[src/hdl/phr_pkg.sv]
// Shared types, constants and the hue-to-ratio function of the palette hue replace block.
`timescale 1ns / 1ps

package phr_pkg;

	localparam int CH_W     = 8;  // one color channel or palette index
	localparam int NUM_W    = 6;  // numerator of the hue ratio, never above 42
	localparam int DEN_W    = 7;  // denominator of the hue ratio, 43 to 85
	localparam int PROD_W   = CH_W + NUM_W;
	localparam int DIV_BITS = 2;  // quotient bits resolved per divider stage

	localparam int PALETTE_ENTRIES = 256;

	localparam int ADDR_W = 4;
	localparam int DATA_W = 32;

	localparam logic [1:0] REG_NEW_HUE     = 2'd0;
	localparam logic [1:0] REG_RANGE_FIRST = 2'd1;
	localparam logic [1:0] REG_RANGE_LAST  = 2'd2;

	// Sextant boundaries on the 0..255 hue circle.
	localparam logic [CH_W-1:0] HUE_RY_END = 8'd42;
	localparam logic [CH_W-1:0] HUE_THIRD  = 8'd85;
	localparam logic [CH_W-1:0] HUE_GC_END = 8'd127;
	localparam logic [CH_W-1:0] HUE_2THIRD = 8'd170;
	localparam logic [CH_W-1:0] HUE_BM_END = 8'd212;
	localparam logic [CH_W-1:0] HUE_FULL   = 8'd255;

	typedef enum logic [2:0] {
		SEXT_R_TO_Y,
		SEXT_Y_TO_G,
		SEXT_G_TO_C,
		SEXT_C_TO_B,
		SEXT_B_TO_M,
		SEXT_M_TO_R
	} phr_sext_t;

	typedef struct packed {
		phr_sext_t        sext;
		logic [NUM_W-1:0] num;
		logic [DEN_W-1:0] den;
	} phr_ratio_t;

	typedef struct packed {
		logic            hit;
		logic [CH_W-1:0] red;
		logic [CH_W-1:0] green;
		logic [CH_W-1:0] blue;
		logic [CH_W-1:0] mx;
		logic [CH_W-1:0] mn;
	} phr_pix_t;

	typedef struct packed {
		logic [DEN_W-1:0] rem;
		logic [CH_W-1:0]  quot;
		logic [CH_W-1:0]  low;   // dividend bits not yet brought down, MSB first
	} phr_div_t;

	typedef struct packed {
		logic [CH_W-1:0] blue;
		logic [CH_W-1:0] green;
		logic [CH_W-1:0] red;
	} phr_rgb_t;

	// Picks the sextant and the exact fraction num/den for the mixed channel.
	function automatic phr_ratio_t phr_hue_ratio(input logic [CH_W-1:0] hue);
		phr_ratio_t r;
		r.sext = SEXT_R_TO_Y;
		r.num  = '0;
		r.den  = DEN_W'(HUE_THIRD);
		if (hue <= HUE_RY_END) begin
			r.sext = SEXT_R_TO_Y;
			r.num  = NUM_W'(hue);
			r.den  = DEN_W'(HUE_THIRD - hue);
		end else if (hue <= HUE_THIRD) begin
			r.sext = SEXT_Y_TO_G;
			r.num  = NUM_W'(HUE_THIRD - hue);
			r.den  = DEN_W'(hue);
		end else if (hue <= HUE_GC_END) begin
			r.sext = SEXT_G_TO_C;
			r.num  = NUM_W'(hue - HUE_THIRD);
			r.den  = DEN_W'(HUE_2THIRD - hue);
		end else if (hue <= HUE_2THIRD) begin
			r.sext = SEXT_C_TO_B;
			r.num  = NUM_W'(HUE_2THIRD - hue);
			r.den  = DEN_W'(hue - HUE_THIRD);
		end else if (hue <= HUE_BM_END) begin
			r.sext = SEXT_B_TO_M;
			r.num  = NUM_W'(hue - HUE_2THIRD);
			r.den  = DEN_W'(HUE_FULL - hue);
		end else begin
			r.sext = SEXT_M_TO_R;
			r.num  = NUM_W'(HUE_FULL - hue);
			r.den  = DEN_W'(hue - HUE_2THIRD);
		end
		return r;
	endfunction

endpackage

[src/hdl/phr_div_step.sv]
// Two restoring-division steps: brings down two dividend bits and yields two quotient bits.
`timescale 1ns / 1ps

module phr_div_step
	import phr_pkg::*;
(
	input  logic [DEN_W-1:0]    rem_in,
	input  logic [DIV_BITS-1:0] bits_in,
	input  logic [DEN_W-1:0]    den,
	output logic [DEN_W-1:0]    rem_out,
	output logic [DIV_BITS-1:0] quot_out
);

	always_comb begin
		logic [DEN_W:0]   trial;
		logic [DEN_W-1:0] rem;
		rem      = rem_in;
		quot_out = '0;
		for (int i = DIV_BITS - 1; i >= 0; i--) begin
			trial = {rem, bits_in[i]};
			if (trial >= {1'b0, den}) begin
				trial       = trial - {1'b0, den};
				quot_out[i] = 1'b1;
			end
			// The remainder stays below den, so it fits back into DEN_W bits.
			rem = trial[DEN_W-1:0];
		end
		rem_out = rem;
	end

endmodule

[src/hdl/palette_hue_replace.sv]
// Top level of the palette hue replace block: register port and seven-stage recolor pipeline.
`timescale 1ns / 1ps

//  Channel  Side    Handshake                  Payload
//  config   slave   APB write/read, pready=1   new_hue @0x0, range_first @0x4, range_last @0x8
//  s_*      slave   tvalid/tready              tdata = entry_index, in_red, in_green, in_blue
//  m_*      master  tvalid/tready              tdata = out_red, out_green, out_blue
//
//  Each accepted beat moves through every stage to its output beat; one beat enters per cycle
//  while m_tready is high; four two-bit divider stages give the eight quotient bits.
//  The asynchronous reset clears the valid bits and the registers (new_hue 0,
//  range_first 0, range_last 255); payload registers are not reset.
//  A stalled output holds its beat; each stage advances when empty or when the stage
//  after it advances, so bubbles close up and s_tready stays high while m_tready is high.

module palette_hue_replace
	import phr_pkg::*;
(
	input  logic              clk,
	input  logic              arst_n,

	input  logic              psel,
	input  logic              penable,
	input  logic              pwrite,
	input  logic [ADDR_W-1:0] paddr,
	input  logic [DATA_W-1:0] pwdata,
	output logic [DATA_W-1:0] prdata,
	output logic              pready,

	input  logic              s_tvalid,
	output logic              s_tready,
	input  logic [31:0]       s_tdata,   // entry_index[7:0], in_red[15:8], in_green[23:16], in_blue[31:24]

	output logic              m_tvalid,
	input  logic              m_tready,
	output logic [23:0]       m_tdata    // out_red[7:0], out_green[15:8], out_blue[23:16]
);

	// ------------------------------------------------------------------
	// Configuration registers. Writes land in the access phase; the hue
	// is turned into its sextant and fraction in the next cycle, which is
	// in time for an item accepted after the write to use it in stage 2.
	// ------------------------------------------------------------------
	logic [CH_W-1:0] new_hue_q;
	logic [CH_W-1:0] range_first_q;
	logic [CH_W-1:0] range_last_q;
	phr_ratio_t      ratio_q;
	logic            cfg_wr;

	assign pready = 1'b1;
	assign cfg_wr = psel && penable && pwrite && pready;

	always_ff @(posedge clk or negedge arst_n) begin
		if (!arst_n) begin
			new_hue_q     <= '0;
			range_first_q <= '0;
			range_last_q  <= HUE_FULL;
			ratio_q       <= phr_hue_ratio('0);
		end else begin
			if (cfg_wr) begin
				case (paddr[3:2])
					REG_NEW_HUE:     new_hue_q     <= pwdata[CH_W-1:0];
					REG_RANGE_FIRST: range_first_q <= pwdata[CH_W-1:0];
					REG_RANGE_LAST:  range_last_q  <= pwdata[CH_W-1:0];
					default:         ;
				endcase
			end
			ratio_q <= phr_hue_ratio(new_hue_q);
		end
	end

	always_comb begin
		case (paddr[3:2])
			REG_NEW_HUE:     prdata = DATA_W'(new_hue_q);
			REG_RANGE_FIRST: prdata = DATA_W'(range_first_q);
			REG_RANGE_LAST:  prdata = DATA_W'(range_last_q);
			default:         prdata = '0;
		endcase
	end

	// ------------------------------------------------------------------
	// Pipeline flow control. A stage loads when it is empty or when its
	// content moves on in the same cycle.
	// ------------------------------------------------------------------
	logic vld_s1, vld_s2, vld_s3, vld_s4, vld_s5, vld_s6, vld_s7;
	logic adv_s1, adv_s2, adv_s3, adv_s4, adv_s5, adv_s6, adv_s7;

	assign adv_s7 = !vld_s7 || m_tready;
	assign adv_s6 = !vld_s6 || adv_s7;
	assign adv_s5 = !vld_s5 || adv_s6;
	assign adv_s4 = !vld_s4 || adv_s5;
	assign adv_s3 = !vld_s3 || adv_s4;
	assign adv_s2 = !vld_s2 || adv_s3;
	assign adv_s1 = !vld_s1 || adv_s2;

	assign s_tready = adv_s1;

	always_ff @(posedge clk or negedge arst_n) begin
		if (!arst_n) begin
			vld_s1 <= 1'b0;
			vld_s2 <= 1'b0;
			vld_s3 <= 1'b0;
			vld_s4 <= 1'b0;
			vld_s5 <= 1'b0;
			vld_s6 <= 1'b0;
			vld_s7 <= 1'b0;
		end else begin
			if (adv_s1) vld_s1 <= s_tvalid;
			if (adv_s2) vld_s2 <= vld_s1;
			if (adv_s3) vld_s3 <= vld_s2;
			if (adv_s4) vld_s4 <= vld_s3;
			if (adv_s5) vld_s5 <= vld_s4;
			if (adv_s6) vld_s6 <= vld_s5;
			if (adv_s7) vld_s7 <= vld_s6;
		end
	end

	// ------------------------------------------------------------------
	// Stage 1: range check, channel maximum and minimum.
	// ------------------------------------------------------------------
	logic [CH_W-1:0] in_idx, in_r, in_g, in_b;
	logic [CH_W-1:0] rg_max, rg_min;
	phr_pix_t        pix_d1;

	assign in_idx = s_tdata[7:0];
	assign in_r   = s_tdata[15:8];
	assign in_g   = s_tdata[23:16];
	assign in_b   = s_tdata[31:24];

	always_comb begin
		rg_max       = (in_r > in_g) ? in_r : in_g;
		rg_min       = (in_r < in_g) ? in_r : in_g;
		pix_d1.hit   = (in_idx >= range_first_q) && (in_idx <= range_last_q) &&
		               ((CH_W + 1)'(in_idx) < (CH_W + 1)'(PALETTE_ENTRIES));
		pix_d1.red   = in_r;
		pix_d1.green = in_g;
		pix_d1.blue  = in_b;
		pix_d1.mx    = (in_b > rg_max) ? in_b : rg_max;
		pix_d1.mn    = (in_b < rg_min) ? in_b : rg_min;
	end

	phr_pix_t pix_s1, pix_s2, pix_s3, pix_s4, pix_s5, pix_s6;

	always_ff @(posedge clk) begin
		if (adv_s1 && s_tvalid) pix_s1 <= pix_d1;
	end

	// ------------------------------------------------------------------
	// Stage 2: spread times numerator. The product is below 256 * den,
	// so its top bits already form a remainder smaller than den and the
	// low byte is what the divider brings down two bits at a time.
	// ------------------------------------------------------------------
	logic [PROD_W-1:0] prod_d2;
	phr_div_t          div_s2, div_s3, div_s4, div_s5, div_s6;

	assign prod_d2 = PROD_W'(pix_s1.mx - pix_s1.mn) * PROD_W'(ratio_q.num);

	always_ff @(posedge clk) begin
		if (adv_s2 && vld_s1) begin
			pix_s2      <= pix_s1;
			div_s2.rem  <= DEN_W'(prod_d2 >> CH_W);
			div_s2.quot <= '0;
			div_s2.low  <= prod_d2[CH_W-1:0];
		end
	end

	// ------------------------------------------------------------------
	// Stages 3 to 6: restoring division by den, two quotient bits each.
	// ------------------------------------------------------------------
	logic [DEN_W-1:0]    rem_d3, rem_d4, rem_d5, rem_d6;
	logic [DIV_BITS-1:0] qb_d3, qb_d4, qb_d5, qb_d6;

	phr_div_step u_step_s3 (
		.rem_in  (div_s2.rem),
		.bits_in (div_s2.low[CH_W-1 -: DIV_BITS]),
		.den     (ratio_q.den),
		.rem_out (rem_d3),
		.quot_out(qb_d3)
	);

	phr_div_step u_step_s4 (
		.rem_in  (div_s3.rem),
		.bits_in (div_s3.low[CH_W-1 -: DIV_BITS]),
		.den     (ratio_q.den),
		.rem_out (rem_d4),
		.quot_out(qb_d4)
	);

	phr_div_step u_step_s5 (
		.rem_in  (div_s4.rem),
		.bits_in (div_s4.low[CH_W-1 -: DIV_BITS]),
		.den     (ratio_q.den),
		.rem_out (rem_d5),
		.quot_out(qb_d5)
	);

	phr_div_step u_step_s6 (
		.rem_in  (div_s5.rem),
		.bits_in (div_s5.low[CH_W-1 -: DIV_BITS]),
		.den     (ratio_q.den),
		.rem_out (rem_d6),
		.quot_out(qb_d6)
	);

	always_ff @(posedge clk) begin
		if (adv_s3 && vld_s2) begin
			pix_s3      <= pix_s2;
			div_s3.rem  <= rem_d3;
			div_s3.quot <= {div_s2.quot[CH_W-DIV_BITS-1:0], qb_d3};
			div_s3.low  <= {div_s2.low[CH_W-DIV_BITS-1:0], DIV_BITS'(0)};
		end
		if (adv_s4 && vld_s3) begin
			pix_s4      <= pix_s3;
			div_s4.rem  <= rem_d4;
			div_s4.quot <= {div_s3.quot[CH_W-DIV_BITS-1:0], qb_d4};
			div_s4.low  <= {div_s3.low[CH_W-DIV_BITS-1:0], DIV_BITS'(0)};
		end
		if (adv_s5 && vld_s4) begin
			pix_s5      <= pix_s4;
			div_s5.rem  <= rem_d5;
			div_s5.quot <= {div_s4.quot[CH_W-DIV_BITS-1:0], qb_d5};
			div_s5.low  <= {div_s4.low[CH_W-DIV_BITS-1:0], DIV_BITS'(0)};
		end
		if (adv_s6 && vld_s5) begin
			pix_s6      <= pix_s5;
			div_s6.rem  <= rem_d6;
			div_s6.quot <= {div_s5.quot[CH_W-DIV_BITS-1:0], qb_d6};
			div_s6.low  <= {div_s5.low[CH_W-DIV_BITS-1:0], DIV_BITS'(0)};
		end
	end

	// ------------------------------------------------------------------
	// Stage 7: place max, min and the mixed channel by sextant, or pass
	// the entry through. The mixed channel never exceeds the maximum, so
	// the add cannot overflow. A black entry has zero spread and stays black.
	// ------------------------------------------------------------------
	logic [CH_W-1:0] mid_d7;
	phr_rgb_t        rgb_d7, rgb_s7;

	assign mid_d7 = pix_s6.mn + div_s6.quot;

	always_comb begin
		rgb_d7.red   = pix_s6.red;
		rgb_d7.green = pix_s6.green;
		rgb_d7.blue  = pix_s6.blue;
		if (pix_s6.hit) begin
			case (ratio_q.sext)
				SEXT_R_TO_Y: begin
					rgb_d7.red   = pix_s6.mx;
					rgb_d7.green = mid_d7;
					rgb_d7.blue  = pix_s6.mn;
				end
				SEXT_Y_TO_G: begin
					rgb_d7.red   = mid_d7;
					rgb_d7.green = pix_s6.mx;
					rgb_d7.blue  = pix_s6.mn;
				end
				SEXT_G_TO_C: begin
					rgb_d7.red   = pix_s6.mn;
					rgb_d7.green = pix_s6.mx;
					rgb_d7.blue  = mid_d7;
				end
				SEXT_C_TO_B: begin
					rgb_d7.red   = pix_s6.mn;
					rgb_d7.green = mid_d7;
					rgb_d7.blue  = pix_s6.mx;
				end
				SEXT_B_TO_M: begin
					rgb_d7.red   = mid_d7;
					rgb_d7.green = pix_s6.mn;
					rgb_d7.blue  = pix_s6.mx;
				end
				SEXT_M_TO_R: begin
					rgb_d7.red   = pix_s6.mx;
					rgb_d7.green = pix_s6.mn;
					rgb_d7.blue  = mid_d7;
				end
				default: begin
					rgb_d7.red   = pix_s6.red;
					rgb_d7.green = pix_s6.green;
					rgb_d7.blue  = pix_s6.blue;
				end
			endcase
		end
	end

	always_ff @(posedge clk) begin
		if (adv_s7 && vld_s6) rgb_s7 <= rgb_d7;
	end

	assign m_tvalid = vld_s7;
	assign m_tdata  = rgb_s7;

endmodule

[config.mk]
export PLATFORM = sky130hd
export DESIGN_NAME = palette_hue_replace
export DESIGN_NICKNAME = d
export VERILOG_FILES = /design/src/hdl/phr_pkg.sv /design/src/hdl/phr_div_step.sv /design/src/hdl/palette_hue_replace.sv
export SDC_FILE = /design/constraint.sdc
export NUM_CORES = 1
export LEC_CHECK = 0
export BUFFER_PORTS_ARGS = -buffer_cell sky130_fd_sc_hd__buf_2
export CAP_MARGIN = 20
export CORE_ASPECT_RATIO = 2
export CORE_MARGIN = 2
export CORE_UTILIZATION = 45
export CTS_BUF_LIST = sky130_fd_sc_hd__clkbuf_16
export DETAILED_ROUTE_END_ITERATION = 10
export GPL_TIMING_DRIVEN = 0
export MAX_ROUTING_LAYER = met4
export PLACE_DENSITY_LB_ADDON = 0.12
export SETUP_SLACK_MARGIN = 0.2
export SLEW_MARGIN = 10
export SYNTH_ARGS = -nofsm -noshare
export SYNTH_HDL_FRONTEND = slang
export SYNTH_SLANG_ARGS = --single-unit
export TNS_END_PERCENT = 100
[constraint.sdc]
create_clock -name clk -period 4.9 [get_ports clk]
set_input_delay 0.245 -clock clk [delete_from_list [all_inputs] [get_ports clk]]
set_output_delay 0.245 -clock clk [all_outputs]
set_load 0.02 [all_outputs]
==> run_results.csv <==
group,metric,value,unit
global_routing,antenna_found_initial,0,
synth,netlist_instances,1698,
floorplan,core-area,45550,sq um
critical_path,cp.required,5170,ps
cts,cts_tree,"done",
final_layout,seqCellArea,11290,sq um
final_layout,finalNetCount,2186,
synth,yosys_warnings,0,
critical_path,startpoint_type,"flip-flop",
floorplan,fp.dieH,306.9,microns
critical_path,arrival,5500,ps
cts,cts_sinks,383,
synth,yosys_most_used_dff,"edfxtp_1",
synth,synth_edf_count,337,
global_routing,grt_pass1_wl,70.20,mm
synth,syn-cell-area,20640,sq um
floorplan,die_w,155.5,microns
timing,setup_viol,5,
timing,hold_violations,0,
timing,worst_slew_pin_slew,851.7,ps
run,maxCapViolCount,0,
worst_hold_path,hold_class,"primary input to flip-flop",
final_layout,antennaDiodeCount,0,
final_layout,nFillCells,4024,
final_layout,area_delta_synth_final,17.32,%
timing,setup_slack,-333.8,ps
final_layout,drive_above_1_share,0.1775,
status,status,"complete, but fails checks",
floorplan,rows,111,
critical_path,cp-end-kind,"flip-flop",
synth,synthArstFlopShare,0.1201,
cts,numCtsBuffers,36,
detailed_routing,wl_per_cell,17.18,microns
cts,cts_max_level,2,
synth,ys_ff_latch,383,
status,violations,"setup timing",
place,place_area,22030,sq um
place,port_buffers,82,
timing,rsz0062_at_grt,"true",
global_routing,grt_max_degree,57,
detailed_routing,drt_iter0_markers,684,
cts,clock_path_buffers,3,
synth,synth.most_common_cell,"edfxtp_1",
detailed_routing,ant_nets,0,
critical_path,worstSetupPathType,"flip-flop to flip-flop",
critical_path,critPathMaxFanout,5,
detailed_routing,routed_via_density,5.232,
synth,synth.avg_cell_area,12.16,sq um
place,dp_cells,2374,
detailed_routing,dr.pass1.iters,5,
timing,skew,29.26,ps
synth,yosysUniqueCellTypes,87,
global_routing,grt_usage,0.1896,
place,gp_congestion,0.9023,
timing,post-route-period-util,1.068,
cts,cts_root_buffer,"clkbuf_16",
floorplan,io_pins,134,
cts,clkTransAtPathRegs,60,ps
floorplan,initial_utilization,0.4532,
timing,fmax,191.1,MHz
final_layout,multi_input_area,8904,sq um
place,place_ws,-779.5,ps
detailed_routing,via_count,13150,
timing,slew_viol_final,0,
synth,synth_commonest_cells,"edfxtp_1 (337), inv_1 (149), ha_1 (146)",
synth,yosys.area.top_type_share,0.4902,
place,dp_hpwl,31.64,mm
global_routing,grt_pass1_vias,13050,
synth,synth.top_cells.by_area,"edfxtp_1 (49%), ha_1 (8.8%), fa_1 (4.2%)",
global_routing,overflow,0,
synth,ys_seq_area_frac,0.5467,
cts,worstSkewPairLatency,540,ps
floorplan,die-area,47710,sq um
detailed_routing,drt-total-wl,43.18,mm
timing,period_minus_slack,5234,ps
synth,yosysTopAreaCell,"edfxtp_1",
timing,relSlewSlack,0.4160,
detailed_routing,drc,0,
final_layout,postLayoutCellArea,24220,sq um
final_layout,final_cells,2514,
==> registers in the layout, summed over array words and instances, names as in the netlist, 8 cells and up <==
signal,count
new_hue_q,8
div_s3,15
div_s6,8
pix_s5,41
div_s4,15
m_tdata,24
range_last_q,8
pix_s1,41
pix_s2,41
div_s5,15
pix_s4,41
pix_s3,41
pix_s6,41
ratio_q,15
div_s2,14
range_first_q,8
==> stage by stage <==
stage	util	setup TNS (ps)	hold slack, ps
floorplan	-	-686.1	-50.59
global placement	0.4807	-25680	401.2
finish	0.5317	-1024	95.09
detailed placement	0.4837	-10530	303.7
global route	0.5317	-2335	107.8
CTS	0.5263	-1865	63.50
==> kinds of logic after synthesis <==
kind of cell    after synthesis  share of synthesized area
compound gates              354                     0.1116
xor+xnor                     49                    0.02079
buf+inv                     216                    0.04400
mux                          94                    0.04897
flops                       383                     0.5467
other cells                   2                  0.0003638
simple gates                411                    0.09739
fa+ha+maj                   189                     0.1302
==> cells in the final DEF (no fill, tap or decap), types with 14 or more instances in the layout <==
| cell | n |
|---|---|
| fa_1 | 41 |
| dfrtp_1 | 33 |
| nand2_1 | 93 |
| nor2b_1 | 24 |
| clkbuf_16 | 36 |
| a21o_1 | 16 |
| mux2_2 | 25 |
| xnor2_1 | 35 |
| inv_1 | 145 |
| buf_2 | 82 |
| o21ai_1 | 28 |
| clkbuf_1 | 32 |
| o21ai_0 | 70 |
| edfxtp_1 | 337 |
| inv_2 | 16 |
| mux2i_1 | 50 |
| conb_1 | 25 |
| nand2b_1 | 34 |
| a211oi_1 | 14 |
| o21a_1 | 20 |
| buf_4 | 63 |
| ha_1 | 138 |
| nand3_1 | 16 |
| and2_1 | 25 |
| nor3_1 | 20 |
| nor2_1 | 128 |
| a21oi_1 | 87 |
| dlygate4sd3_1 | 34 |
==> per-layer routing <==
metal | part of all wire | GRT usage | vias to the layer above
li1 | - | - | 6563
met1 | 0.44 | 0.2462 | 6229
met2 | 0.49 | 0.3088 | 268
met3 | 0.036 | 0.02015 | 92
met4 | 0.036 | 0.07019 | 0
met5 | 0 | - | -
==> what timing repair did <==
item,CTS,global route
buffers inserted,24,17
endpoints found under the setup margin,33,26
hold buffers,34,0
hold endpoints to repair,67,0
pin swaps,50,40
cloned,0,0
resized for setup,49,36
==> final cells by class <==
cell class / count / area share
Sequential cell: 383 / 0.4661
Multi-Input combinational cell: 1122 / 0.3676
Timing Repair Buffer: 163 / 0.04908
Clock buffer: 36 / 0.03719
Tap cell: 565 / 0.02919
Inverter: 153 / 0.02387
Buffer: 63 / 0.01410
Clock inverter: 29 / 0.01286
==> critical path, stage by stage (launching register included) <==
cell and delay (ps):
edfxtp_1 420, inv_1 80, ha_2 190, buf_6 110, nor2b_4 30, o21ai_2 160
a21boi_2 80, o21a_2 240, o41ai_4 260, buf_4 180, mux2i_2 220, fa_1 450
fa_1 450, fa_1 500, inv_1 50, fa_1 490, inv_2 40, ha_4 180
nor3_2 160, nor2_1 70, a31o_1 250, o41ai_2 230, xnor2_1 100
==> worst paths after layout <==
check / start / end / slack (ps) / depth (start not counted)
max: pix_s1[8] / div_s2[21] / -330 / 22
min: paddr[2] / range_last_q[3] / 100 / 4
max reg2reg: pix_s1[8] / div_s2[21] / -330 / 22
min reg2reg: div_s3[8] / div_s4[10] / 410 / 0
max in group asynchronous: arst_n / ratio_q[6] / 4000 / 3
min in group asynchronous: arst_n / new_hue_q[7] / 260 / 2
Power is left out: the tool's default activity adds up to more than one toggle a clock period on the data nets, which glitch-free logic cannot reach.
